--- src/rtl/rgb_to_hsv_pixel_defines.svh ---
// ----------------------------------------------------------------------------
// rgb_to_hsv_pixel_defines
// assertion macros shared by the rgb to hsv pixel converter
// ----------------------------------------------------------------------------
`ifndef RGB_TO_HSV_PIXEL_DEFINES_SVH
`define RGB_TO_HSV_PIXEL_DEFINES_SVH

// same-cycle implication, checked outside reset
`define RHSV_ASSERT_IMPLIES(label, ante, cons, msg) \
  label: assert property (@(posedge clk_i) disable iff (!rst_ni) (ante) |-> (cons)) \
    else $error(msg);

// next-cycle implication, checked outside reset
`define RHSV_ASSERT_NEXT(label, ante, cons, msg) \
  label: assert property (@(posedge clk_i) disable iff (!rst_ni) (ante) |=> (cons)) \
    else $error(msg);

`endif

--- src/rtl/rhsv_pkg.sv ---
`timescale 1ns / 1ps
// ----------------------------------------------------------------------------
// rhsv_pkg
// widths and default fraction settings of the rgb to hsv pixel converter
// ----------------------------------------------------------------------------
package rhsv_pkg;

  localparam int unsigned RGB_W = 8;
  localparam int unsigned HUE_W = 15;
  localparam int unsigned SAT_W = 13;
  localparam int unsigned VAL_W = 8;

  // 60 * hue sector numerator stays below 360 * 255
  localparam int unsigned NUM60_W = 17;

  localparam int unsigned HUE_FRAC_BITS_DEF = 6;
  localparam int unsigned SAT_FRAC_BITS_DEF = 12;

endpackage

--- src/rtl/rgb_to_hsv_pixel.sv ---
`timescale 1ns / 1ps
// ----------------------------------------------------------------------------
// rgb_to_hsv_pixel
// 8-bit rgb pixel to fixed-point hue, saturation and value
// ----------------------------------------------------------------------------
// input channel: in_valid_i / in_ready_o with red_i, green_i, blue_i.
// output channel: out_valid_o / out_ready_i with hue_q6_o (hue degrees
// scaled by 2^HUE_FRAC_BITS), saturation_q12_o (scaled by 2^SAT_FRAC_BITS)
// and value_max_o (largest channel).
// a front stage finds max, min and the hue numerator; a row of STEPS
// identical division cells then produces one quotient bit of hue and of
// saturation per cell, STEPS = max(17 + HUE_FRAC_BITS, 8 + SAT_FRAC_BITS).
// items are registered in the front stage and then in each cell; throughput,
// while out_ready_i is high, is one item per cycle, set by the division row.
// each stage holds its item while the next one is full, so bubbles close up
// when the receiver stalls; in_ready_o drops only once every stage is full.
// reset empties the row, dropping items in flight; none is emitted across reset.
// grey pixels give hue 0, black pixels give saturation 0.
// ----------------------------------------------------------------------------
`include "rgb_to_hsv_pixel_defines.svh"

module rgb_to_hsv_pixel import rhsv_pkg::*; #(
  parameter int unsigned HUE_FRAC_BITS = HUE_FRAC_BITS_DEF,
  parameter int unsigned SAT_FRAC_BITS = SAT_FRAC_BITS_DEF
) (
  input  logic             clk_i,
  input  logic             rst_ni,
  input  logic             in_valid_i,
  output logic             in_ready_o,
  input  logic [RGB_W-1:0] red_i,
  input  logic [RGB_W-1:0] green_i,
  input  logic [RGB_W-1:0] blue_i,
  output logic             out_valid_o,
  input  logic             out_ready_i,
  output logic [HUE_W-1:0] hue_q6_o,
  output logic [SAT_W-1:0] saturation_q12_o,
  output logic [VAL_W-1:0] value_max_o
);

  localparam int unsigned HUE_N_W = NUM60_W + HUE_FRAC_BITS;
  localparam int unsigned SAT_N_W = RGB_W + SAT_FRAC_BITS;
  localparam int unsigned STEPS   = (HUE_N_W > SAT_N_W) ? HUE_N_W : SAT_N_W;

  logic             vld [STEPS+1];
  logic             rdy [STEPS+1];
  logic [RGB_W-1:0] hue_rem [STEPS+1];
  logic [RGB_W-1:0] hue_div [STEPS+1];
  logic [STEPS-1:0] hue_num [STEPS+1];
  logic [RGB_W-1:0] sat_rem [STEPS+1];
  logic [RGB_W-1:0] sat_div [STEPS+1];
  logic [STEPS-1:0] sat_num [STEPS+1];

  rhsv_front #(
    .HueFracBits (HUE_FRAC_BITS),
    .SatFracBits (SAT_FRAC_BITS),
    .NumW        (STEPS)
  ) u_front (
    .clk_i     (clk_i),
    .rst_ni    (rst_ni),
    .valid_i   (in_valid_i),
    .ready_o   (in_ready_o),
    .red_i     (red_i),
    .green_i   (green_i),
    .blue_i    (blue_i),
    .valid_o   (vld[0]),
    .ready_i   (rdy[0]),
    .hue_num_o (hue_num[0]),
    .hue_div_o (hue_div[0]),
    .sat_num_o (sat_num[0]),
    .sat_div_o (sat_div[0])
  );

  // partial remainders start at zero
  assign hue_rem[0] = '0;
  assign sat_rem[0] = '0;

  for (genvar k = 0; k < STEPS; k++) begin : g_cell
    rhsv_div_cell #(
      .NumW (STEPS)
    ) u_cell (
      .clk_i     (clk_i),
      .rst_ni    (rst_ni),
      .valid_i   (vld[k]),
      .ready_o   (rdy[k]),
      .hue_rem_i (hue_rem[k]),
      .hue_div_i (hue_div[k]),
      .hue_num_i (hue_num[k]),
      .sat_rem_i (sat_rem[k]),
      .sat_div_i (sat_div[k]),
      .sat_num_i (sat_num[k]),
      .valid_o   (vld[k+1]),
      .ready_i   (rdy[k+1]),
      .hue_rem_o (hue_rem[k+1]),
      .hue_div_o (hue_div[k+1]),
      .hue_num_o (hue_num[k+1]),
      .sat_rem_o (sat_rem[k+1]),
      .sat_div_o (sat_div[k+1]),
      .sat_num_o (sat_num[k+1])
    );
  end

  assign rdy[STEPS]  = out_ready_i;
  assign out_valid_o = vld[STEPS];

  // a zero divisor means grey (hue) or black (saturation)
  assign hue_q6_o         = (hue_div[STEPS] == '0) ? '0 : hue_num[STEPS][HUE_W-1:0];
  assign saturation_q12_o = (sat_div[STEPS] == '0) ? '0 : sat_num[STEPS][SAT_W-1:0];
  assign value_max_o      = sat_div[STEPS];

  `RHSV_ASSERT_IMPLIES(a_full_row_on_stall, !in_ready_o,
    out_valid_o && !out_ready_i, "input stalled while the row has room")
  `RHSV_ASSERT_NEXT(a_accept_fills_front, in_valid_i && in_ready_o,
    vld[0], "accepted item missing from front stage")
  `RHSV_ASSERT_IMPLIES(a_hue_rem_bound, out_valid_o && (hue_div[STEPS] != '0),
    hue_rem[STEPS] < hue_div[STEPS], "hue remainder not below divisor")
  `RHSV_ASSERT_IMPLIES(a_sat_rem_bound, out_valid_o && (sat_div[STEPS] != '0),
    sat_rem[STEPS] < sat_div[STEPS], "saturation remainder not below divisor")

endmodule

--- src/rtl/rhsv_front.sv ---
`timescale 1ns / 1ps
// ----------------------------------------------------------------------------
// rhsv_front
// max / min search, hue sector numerator and dividend setup for both dividers
// ----------------------------------------------------------------------------
module rhsv_front import rhsv_pkg::*; #(
  parameter int unsigned HueFracBits = HUE_FRAC_BITS_DEF,
  parameter int unsigned SatFracBits = SAT_FRAC_BITS_DEF,
  parameter int unsigned NumW        = NUM60_W + HUE_FRAC_BITS_DEF
) (
  input  logic              clk_i,
  input  logic              rst_ni,
  input  logic              valid_i,
  output logic              ready_o,
  input  logic [RGB_W-1:0]  red_i,
  input  logic [RGB_W-1:0]  green_i,
  input  logic [RGB_W-1:0]  blue_i,
  output logic              valid_o,
  input  logic              ready_i,
  output logic [NumW-1:0]   hue_num_o,
  output logic [RGB_W-1:0]  hue_div_o,
  output logic [NumW-1:0]   sat_num_o,
  output logic [RGB_W-1:0]  sat_div_o
);

  localparam int unsigned T_W = 12;

  logic             valid_q;
  logic [NumW-1:0]  hue_num_q, hue_num_d;
  logic [RGB_W-1:0] hue_div_q, hue_div_d;
  logic [NumW-1:0]  sat_num_q, sat_num_d;
  logic [RGB_W-1:0] sat_div_q, sat_div_d;

  logic             red_dom, green_dom;
  logic [RGB_W-1:0] mx, mn, dd;
  logic signed [T_W-1:0] diff_s, base_s, t_s, wrap_s;
  logic [10:0]      t_u;
  logic [NUM60_W-1:0] num60;

  always_comb begin
    red_dom   = (red_i >= green_i) && (red_i >= blue_i);
    green_dom = (green_i >= red_i) && (green_i >= blue_i);

    mx = red_i;
    if (green_i > mx) mx = green_i;
    if (blue_i > mx) mx = blue_i;
    mn = red_i;
    if (green_i < mn) mn = green_i;
    if (blue_i < mn) mn = blue_i;
    dd = mx - mn;

    // sector offset in units of d: 0, 2 or 4
    if (red_dom) begin
      diff_s = $signed(T_W'(green_i)) - $signed(T_W'(blue_i));
      base_s = '0;
    end else if (green_dom) begin
      diff_s = $signed(T_W'(blue_i)) - $signed(T_W'(red_i));
      base_s = $signed(T_W'(dd) << 1);
    end else begin
      diff_s = $signed(T_W'(red_i)) - $signed(T_W'(green_i));
      base_s = $signed(T_W'(dd) << 2);
    end
    t_s = base_s + diff_s;

    // negative hue wraps by a full turn, six sectors of d
    wrap_s = $signed((T_W'(dd) << 2) + (T_W'(dd) << 1));
    if (t_s < 0) t_s = t_s + wrap_s;
    t_u = t_s[10:0];

    num60 = (NUM60_W'(t_u) << 6) - (NUM60_W'(t_u) << 2);

    hue_num_d = NumW'(num60) << HueFracBits;
    hue_div_d = dd;
    sat_num_d = NumW'(dd) << SatFracBits;
    sat_div_d = mx;
  end

  assign ready_o = !valid_q || ready_i;

  always_ff @(posedge clk_i or negedge rst_ni) begin
    if (!rst_ni) begin
      valid_q <= 1'b0;
    end else if (ready_o) begin
      valid_q <= valid_i;
    end
  end

  always_ff @(posedge clk_i) begin
    if (valid_i && ready_o) begin
      hue_num_q <= hue_num_d;
      hue_div_q <= hue_div_d;
      sat_num_q <= sat_num_d;
      sat_div_q <= sat_div_d;
    end
  end

  assign valid_o   = valid_q;
  assign hue_num_o = hue_num_q;
  assign hue_div_o = hue_div_q;
  assign sat_num_o = sat_num_q;
  assign sat_div_o = sat_div_q;

endmodule

--- src/rtl/rhsv_div_cell.sv ---
`timescale 1ns / 1ps
// ----------------------------------------------------------------------------
// rhsv_div_cell
// one restoring division step for the hue and the saturation quotient
// ----------------------------------------------------------------------------
module rhsv_div_cell import rhsv_pkg::*; #(
  parameter int unsigned NumW = NUM60_W + HUE_FRAC_BITS_DEF
) (
  input  logic              clk_i,
  input  logic              rst_ni,
  input  logic              valid_i,
  output logic              ready_o,
  input  logic [RGB_W-1:0]  hue_rem_i,
  input  logic [RGB_W-1:0]  hue_div_i,
  input  logic [NumW-1:0]   hue_num_i,
  input  logic [RGB_W-1:0]  sat_rem_i,
  input  logic [RGB_W-1:0]  sat_div_i,
  input  logic [NumW-1:0]   sat_num_i,
  output logic              valid_o,
  input  logic              ready_i,
  output logic [RGB_W-1:0]  hue_rem_o,
  output logic [RGB_W-1:0]  hue_div_o,
  output logic [NumW-1:0]   hue_num_o,
  output logic [RGB_W-1:0]  sat_rem_o,
  output logic [RGB_W-1:0]  sat_div_o,
  output logic [NumW-1:0]   sat_num_o
);

  logic             valid_q;
  logic [RGB_W-1:0] hue_rem_q, hue_rem_d, hue_div_q;
  logic [NumW-1:0]  hue_num_q, hue_num_d;
  logic [RGB_W-1:0] sat_rem_q, sat_rem_d, sat_div_q;
  logic [NumW-1:0]  sat_num_q, sat_num_d;

  logic [RGB_W:0]   hue_part, hue_sub, sat_part, sat_sub;
  logic             hue_ge, sat_ge;

  always_comb begin
    // bring down the next dividend bit, quotient bit shifts in at the bottom
    hue_part  = {hue_rem_i, hue_num_i[NumW-1]};
    hue_ge    = hue_part >= {1'b0, hue_div_i};
    hue_sub   = hue_part - {1'b0, hue_div_i};
    hue_rem_d = hue_ge ? hue_sub[RGB_W-1:0] : hue_part[RGB_W-1:0];
    hue_num_d = {hue_num_i[NumW-2:0], hue_ge};

    sat_part  = {sat_rem_i, sat_num_i[NumW-1]};
    sat_ge    = sat_part >= {1'b0, sat_div_i};
    sat_sub   = sat_part - {1'b0, sat_div_i};
    sat_rem_d = sat_ge ? sat_sub[RGB_W-1:0] : sat_part[RGB_W-1:0];
    sat_num_d = {sat_num_i[NumW-2:0], sat_ge};
  end

  assign ready_o = !valid_q || ready_i;

  always_ff @(posedge clk_i or negedge rst_ni) begin
    if (!rst_ni) begin
      valid_q <= 1'b0;
    end else if (ready_o) begin
      valid_q <= valid_i;
    end
  end

  always_ff @(posedge clk_i) begin
    if (valid_i && ready_o) begin
      hue_rem_q <= hue_rem_d;
      hue_div_q <= hue_div_i;
      hue_num_q <= hue_num_d;
      sat_rem_q <= sat_rem_d;
      sat_div_q <= sat_div_i;
      sat_num_q <= sat_num_d;
    end
  end

  assign valid_o   = valid_q;
  assign hue_rem_o = hue_rem_q;
  assign hue_div_o = hue_div_q;
  assign hue_num_o = hue_num_q;
  assign sat_rem_o = sat_rem_q;
  assign sat_div_o = sat_div_q;
  assign sat_num_o = sat_num_q;

endmodule

--- config.mk ---
export PLATFORM = sky130hd
export DESIGN_NAME = rgb_to_hsv_pixel
export DESIGN_NICKNAME = d
export VERILOG_FILES = /design/src/rtl/rhsv_pkg.sv /design/src/rtl/rgb_to_hsv_pixel.sv /design/src/rtl/rhsv_front.sv /design/src/rtl/rhsv_div_cell.sv
export VERILOG_INCLUDE_DIRS = /design/src /design/src/rtl
export SDC_FILE = /design/constraint.sdc
export NUM_CORES = 2
export LEC_CHECK = 0
export ABC_AREA = 0
export BUFFER_PORTS_ARGS = -buffer_cell sky130_fd_sc_hd__buf_2
export CAP_MARGIN = 20
export CORE_ASPECT_RATIO = 1.2
export CORE_MARGIN = 2
export CORE_UTILIZATION = 45
export DETAILED_ROUTE_END_ITERATION = 10
export GPL_TIMING_DRIVEN = 0
export SYNTH_ARGS = -nofsm -noshare
export SYNTH_HDL_FRONTEND = slang
export SYNTH_HIERARCHICAL = 1
export SYNTH_SLANG_ARGS = --single-unit
--- constraint.sdc ---
create_clock -name clk_i -period 8.76 [get_ports clk_i]
set_input_delay 1.752 -clock clk_i [delete_from_list [all_inputs] [get_ports clk_i]]
set_output_delay 1.752 -clock clk_i [all_outputs]
set_load 0.1 [all_outputs]
# After elaboration in Yosys (flattened, before gate mapping)
# Cells that the tools add are included.
# totals
elab_cells	420
register_bits	1331
in_bits	28
# classes
n_addsub	52
n_lt_le_gt_ge	55
reduce_logical	76
n_mux	54
# ops
operator	count
$ge 9x8->1	44
$mux 8	46
$sub 8x8->8	43
$ge 8x8->1	4
$sub 8x8->9	3
$logic_and 1x1->1	26
$logic_not 1->1	24
$logic_or 1x1->1	24
$mux 12	2
$mux 10	2
$sub 17x13->17	1
$gt 8x8->1	2
$logic_not 8->1	2
$lt 8x8->1	2
$mux 15	1
$mux 13	1
$add 11x12->12	1
$lt 12x1->1 const B	1
$add 10x9->11	1
$add 11x11->11	1
$mux 11	1
$ge 1x8->1	1
$ge 1x8->1 const A	1
$sub 1x8->8	1
2 further kinds	2

# Longest topological paths before layout
# depth
ltp_word	26
depth_mapped	48
mapped_depth_nobuf	46

# Hierarchy
# Netlist, hierarchy kept.
# modules_own_cells
module	area_per_inst_um2	n_inst	cells_per_inst
rhsv_div_cell (g_cell[16].u_cell ...)	3392.0	12	216
rhsv_div_cell (g_cell[0].u_cell ...)	3357.0	9	211
rhsv_front	5322.6	1	632
rhsv_div_cell (g_cell[22].u_cell)	3379.5	1	213
rhsv_div_cell (g_cell[15].u_cell)	3359.5	1	215
rgb_to_hsv_pixel	289.0	1	37

# Least setup slack after synthesis
# OpenSTA, ideal clock, no wires.
# synth_path
path_type	input to register
startpoint	input green_i[6]
endpoint	register u_front.hue_num_q[21], in the netlist u_front/hue_num_o[21], data pin
path_stages	44
setup_time_ns	0.266
setup_slack_ns	-1.841
required_ns	8.494
t_arrival_ns	10.334
path_cell_list	inv_1 -> ha_1 -> a21o_1 -> a21oi_2 -> or4b_1 -> buf_2 -> nand2_1 -> buf_1 -> nor2_1 -> a21oi_1 -> ha_1 -> a211o_1 -> or3_1 -> o21a_1 -> and3_1 -> a21oi_1 -> inv_1 -> ha_1 -> [... 8 more ...] -> and3_1 -> o31ai_1 -> ha_1 -> xnor2_1 -> fa_1 -> ha_1 -> inv_1 -> o21bai_1 -> a21oi_1 -> xnor2_1 -> o21ai_0 -> xor2_1 -> ha_1 -> nor3_1 -> mux2i_1 -> or4_1 -> o21ba_1 -> xor2_1
# synth_between
elab_chain_cells	11
word_cells_on_any_way	26
classes_between	add/sub: 7; order compare: 8; mux: 9; reduce/logical: 2
# synth_lines
element	line	rtl
start: declaration	rgb_to_hsv_pixel.sv:31	input logic [RGB_W-1:0] green_i,
$gt 8x8->1 / $lt 8x8->1 (equally long branches)	rhsv_front.sv:45, rhsv_front.sv:48	
$mux 8 (on tied branches)	rhsv_front.sv:45, rhsv_front.sv:48	
$gt 8x8->1 / $lt 8x8->1 (equally long branches)	rhsv_front.sv:46, rhsv_front.sv:49	
$mux 8 (on tied branches)	rhsv_front.sv:46, rhsv_front.sv:49	
$sub 8x8->8	rhsv_front.sv:50	dd = mx - mn;
$mux 10	rhsv_front.sv:56	end else if (green_dom) begin
$mux 10	rhsv_front.sv:53	if (red_dom) begin
$add 11x12->12	rhsv_front.sv:63	t_s = base_s + diff_s;
$add 11x11->11 / $lt 12x1->1 (equally long branches)	rhsv_front.sv:67	if (t_s < 0) t_s = t_s + wrap_s;
$mux 11 *	rhsv_front.sv:67	
$sub 17x13->17 *	rhsv_front.sv:70	num60 = (NUM60_W'(t_u) << 6) - (NUM60_W'(t_u) << 2);
named net u_front.num60[15]	rhsv_front.sv:38	logic [NUM60_W-1:0] num60;
end signal: assignment	rhsv_front.sv:90	hue_num_q <= hue_num_d;
end: declaration	rhsv_front.sv:29	logic [NumW-1:0] hue_num_q, hue_num_d;
# The timed path passes the listed nets; every way through them passes the cells marked *.
# A chain may end at the register's enable or synchronous reset.

# Worst setup path after layout
# layout_path
startpoint	input green_i[3]
endpoint	register u_front.hue_num_q[21], in the netlist u_front/hue_num_o[21], data pin
# layout_between
elab_chain_cells	11
word_cells_on_any_way	26
classes_between	add/sub: 7; order compare: 8; mux: 9; reduce/logical: 2
# layout_lines
element	line	rtl
$gt 8x8->1 / $lt 8x8->1 (equally long branches)	rhsv_front.sv:45, rhsv_front.sv:48	
$mux 8 (on tied branches)	rhsv_front.sv:45, rhsv_front.sv:48	
$gt 8x8->1 / $lt 8x8->1 (equally long branches)	rhsv_front.sv:46, rhsv_front.sv:49	
$mux 8 (on tied branches)	rhsv_front.sv:46, rhsv_front.sv:49	
$sub 8x8->8 *	rhsv_front.sv:50	
named net u_front.dd[6]	rhsv_front.sv:35	logic [RGB_W-1:0] mx, mn, dd;
$mux 10	rhsv_front.sv:56	
$mux 10	rhsv_front.sv:53	
$add 11x12->12	rhsv_front.sv:63	
$add 11x11->11 / $lt 12x1->1 (equally long branches)	rhsv_front.sv:67	
$mux 11 *	rhsv_front.sv:67	
$sub 17x13->17 *	rhsv_front.sv:70	
named net u_front.num60[15]	rhsv_front.sv:38	
# Marked as above.

==> results.md <==
- Outcome: finished, violations left
- Failing checks: setup timing
- Final period util: 1.09
- CP Max Fanout: 5
- Number of global-route vias before repair: approximately 43000
- Port Buffer Count: between 60 and 70
- Die Y: 442 um
- Largest net degree at the start of global routing: 66
- DR WL/cell: 16.0 um
- Starting Density: 0.454
- Fin crit period: between 9 and 10 ns
- Max-slew headroom: 0.397
- Synthesized area per cell: 14.0 um^2
- Mapped Cells: between 5000 and 6000
- DRT iter0 DRCs: 1667
- H-Tree Depth: 4
- Pins Over Slew Limit: 0
- Max Fclk: around 100 MHz
- Clock transition at path regs: approximately 0.060 ns
- Root Buffer: clkbuf_16
- CP max-delay cell: or4b_4
- Worst Tran Pin Value: around 0.9 ns
- Via-to-Cell Ratio: roughly 5.2
- Startpoint Class: primary input
- CP startpoint: green_i[3]
- Cts bufs inserted: approximately 150
- Core area: around 160000 um^2
- Worst skew pair latency: between 0.7 and 0.8 ns
- CP Class: in2reg
- Max Cap Viol: 0
- WL final: 125 mm
- First-pass GRT wire length: a little over 200 mm
- Share of cells above drive strength 1: 0.176
- Area grow syn2layout: 14.8%
- Placer Congestion: between 0.8 and 0.9
- Clk sinks: roughly 1500
- Worst reg2reg path endpoint: u_front/hue_num_o[13]$_DFFE_PP_
- Clk_skew: around 0.058 ns
- Final Hold Viols: 0
- Hold_ws: 0.377 ns
- Grt ovf: 0
- Hold Path Class: reg2reg
- DRC viols: 0
- Setup-failing EPs final: 8
- CP endpoint kind: flip-flop
- CTS Buffer Depth: 3
- Initial antenna violation count: 0
- Critical path's most frequent cell: ha_4
- TritonRoute pass-1 iters: 5
- Die area: 163000 um^2
- RR Startpoint: g_cell[22].u_cell/valid_o$_DFFE_PN0N_
- Vias: around 40000
- Worst Path Arrival: about 10 ns
- Reg2Reg Depth: 26
- Crit path to: u_front/hue_num_o[21]$_DFFE_PP_
- Placed Area: between 70000 and 80000 um^2
- Placement row count: 160
- Setup ws final: -0.792 ns
- Nets: a little over 6000
- Cell area after synthesis: about 72000 um^2
- R2r setup slk: between 3 and 4 ns
- RSZ-0062 raised after global routing: yes
- GRT Total Usage: 0.153
- Final instance area: between 80000 and 90000 um^2
- Slowest stage delay, CP: 0.62 ns
- # diodes: 0
- Top Ports: between 60 and 70
- CTS Hold Bufs: 0
- Final ANT Viol Nets: 0
- Leading cell types in the layout, fill and taps excluded: 1468 x edfxtp_1, 564 x inv_1, 412 x ha_1
- CTS tree: yes
- HPWL reported at the end of detailed placement: 91.1 mm
- WP data required: 9.27 ns
- Syn. warnings: 6
- Die width: ~370 um
- Most common cell after layout, fill and taps aside: edfxtp_1
==> routing by layer <==
| layer | global-route usage | vias to the layer above | share of wire |
|---|---|---|---|
| met5 | 0 | - | 0 |
| met4 | 0.0740 | 0 | 0.044 |
| met3 | 0.0247 | 325 | 0.026 |
| met2 | 0.316 | 549 | 0.58 |
| met1 | 0.139 | 19500 | 0.35 |
| li1 | - | 20000 | - |
==> critical path, delay by kind of cell <==
family | cells | cell delay [ns]
muxes | 2 | 0.39
adders and majority gates | 8 | 2.25
buffers and inverters | 5 | 0.42
xor gates and xnor gates | 5 | 0.80
AOI/OAI and AO/OA | 17 | 2.65
and+or+nand+nor | 10 | 1.78
==> how the worst min path moves through the flow <==
stage | from | endpoint | slack, ns | cells past startpoint
floorplan | u_front/hue_num_o[9]$_DFFE_PP_ | g_cell[0].u_cell/hue_num_o[10]$_DFFE_PP_ | 0.40 | 0
global placement | g_cell[11].u_cell/hue_num_o[16]$_DFFE_PP_ | g_cell[12].u_cell/hue_num_o[17]$_DFFE_PP_ | 0.40 | 0
detailed placement | g_cell[9].u_cell/hue_num_o[12]$_DFFE_PP_ | g_cell[10].u_cell/hue_num_o[13]$_DFFE_PP_ | 0.40 | 0
CTS | g_cell[6].u_cell/sat_num_o[9]$_DFFE_PP_ | g_cell[7].u_cell/sat_num_o[10]$_DFFE_PP_ | 0.37 | 0
global route | g_cell[7].u_cell/sat_num_o[13]$_DFFE_PP_ | g_cell[8].u_cell/sat_num_o[14]$_DFFE_PP_ | 0.38 | 0
finish | g_cell[6].u_cell/sat_num_o[9]$_DFFE_PP_ | g_cell[7].u_cell/sat_num_o[10]$_DFFE_PP_ | 0.38 | 0
==> area by class of cell <==
type | count | area [um^2]
fillers | 13200 | 76000
repair buffers | 178 | 1530
inverters | 587 | 2220
multi-input cells | 3055 | 26000
clock buffers | 180 | 3940
clock inverters | 99 | 1120
flip-flops and latches | 1492 | 44700
plain buffers | 64 | 449
well taps | 2106 | 2640
==> stage by stage <==
step | TNS [ns] | setup slack [ns] | util | std cells
5_1_grt | -5.24 | -1.08 | 0.521 | 7761
3_3_place_gp | -25.29 | -2.71 | 0.476 | 7372
4_1_cts | -2.89 | -0.734 | 0.517 | 7726
2_1_floorplan | -5.64 | -1.03 | - | 5201
3_5_place_dp | -25.72 | -2.75 | 0.479 | 7393
6_report | -3.27 | -0.792 | 0.521 | 7761
==> registers in the layout (all words and copies together), names as in the netlist, 15 cells and up <==
name and flops:
g_cell.u_cell/hue_div_o 184, g_cell.u_cell/hue_num_o 373, g_cell.u_cell/hue_rem_o 176, g_cell.u_cell/sat_div_o 184, g_cell.u_cell/sat_num_o 344, g_cell.u_cell/sat_rem_o 176
g_cell.u_cell/valid_o 23, u_front/hue_num_o 15
==> timing repair <==
| item | CTS | global route |
|---|---|---|
| buffers inserted | 55 | 38 |
| pin swaps | 55 | 67 |
| endpoints found under the setup margin | 13 | 11 |
| gates resized for setup | 111 | 75 |
| cloned | 0 | 0 |
Power is not shown: default switching activity piles up to over one toggle a cycle in this logic, so the estimate is an artifact.
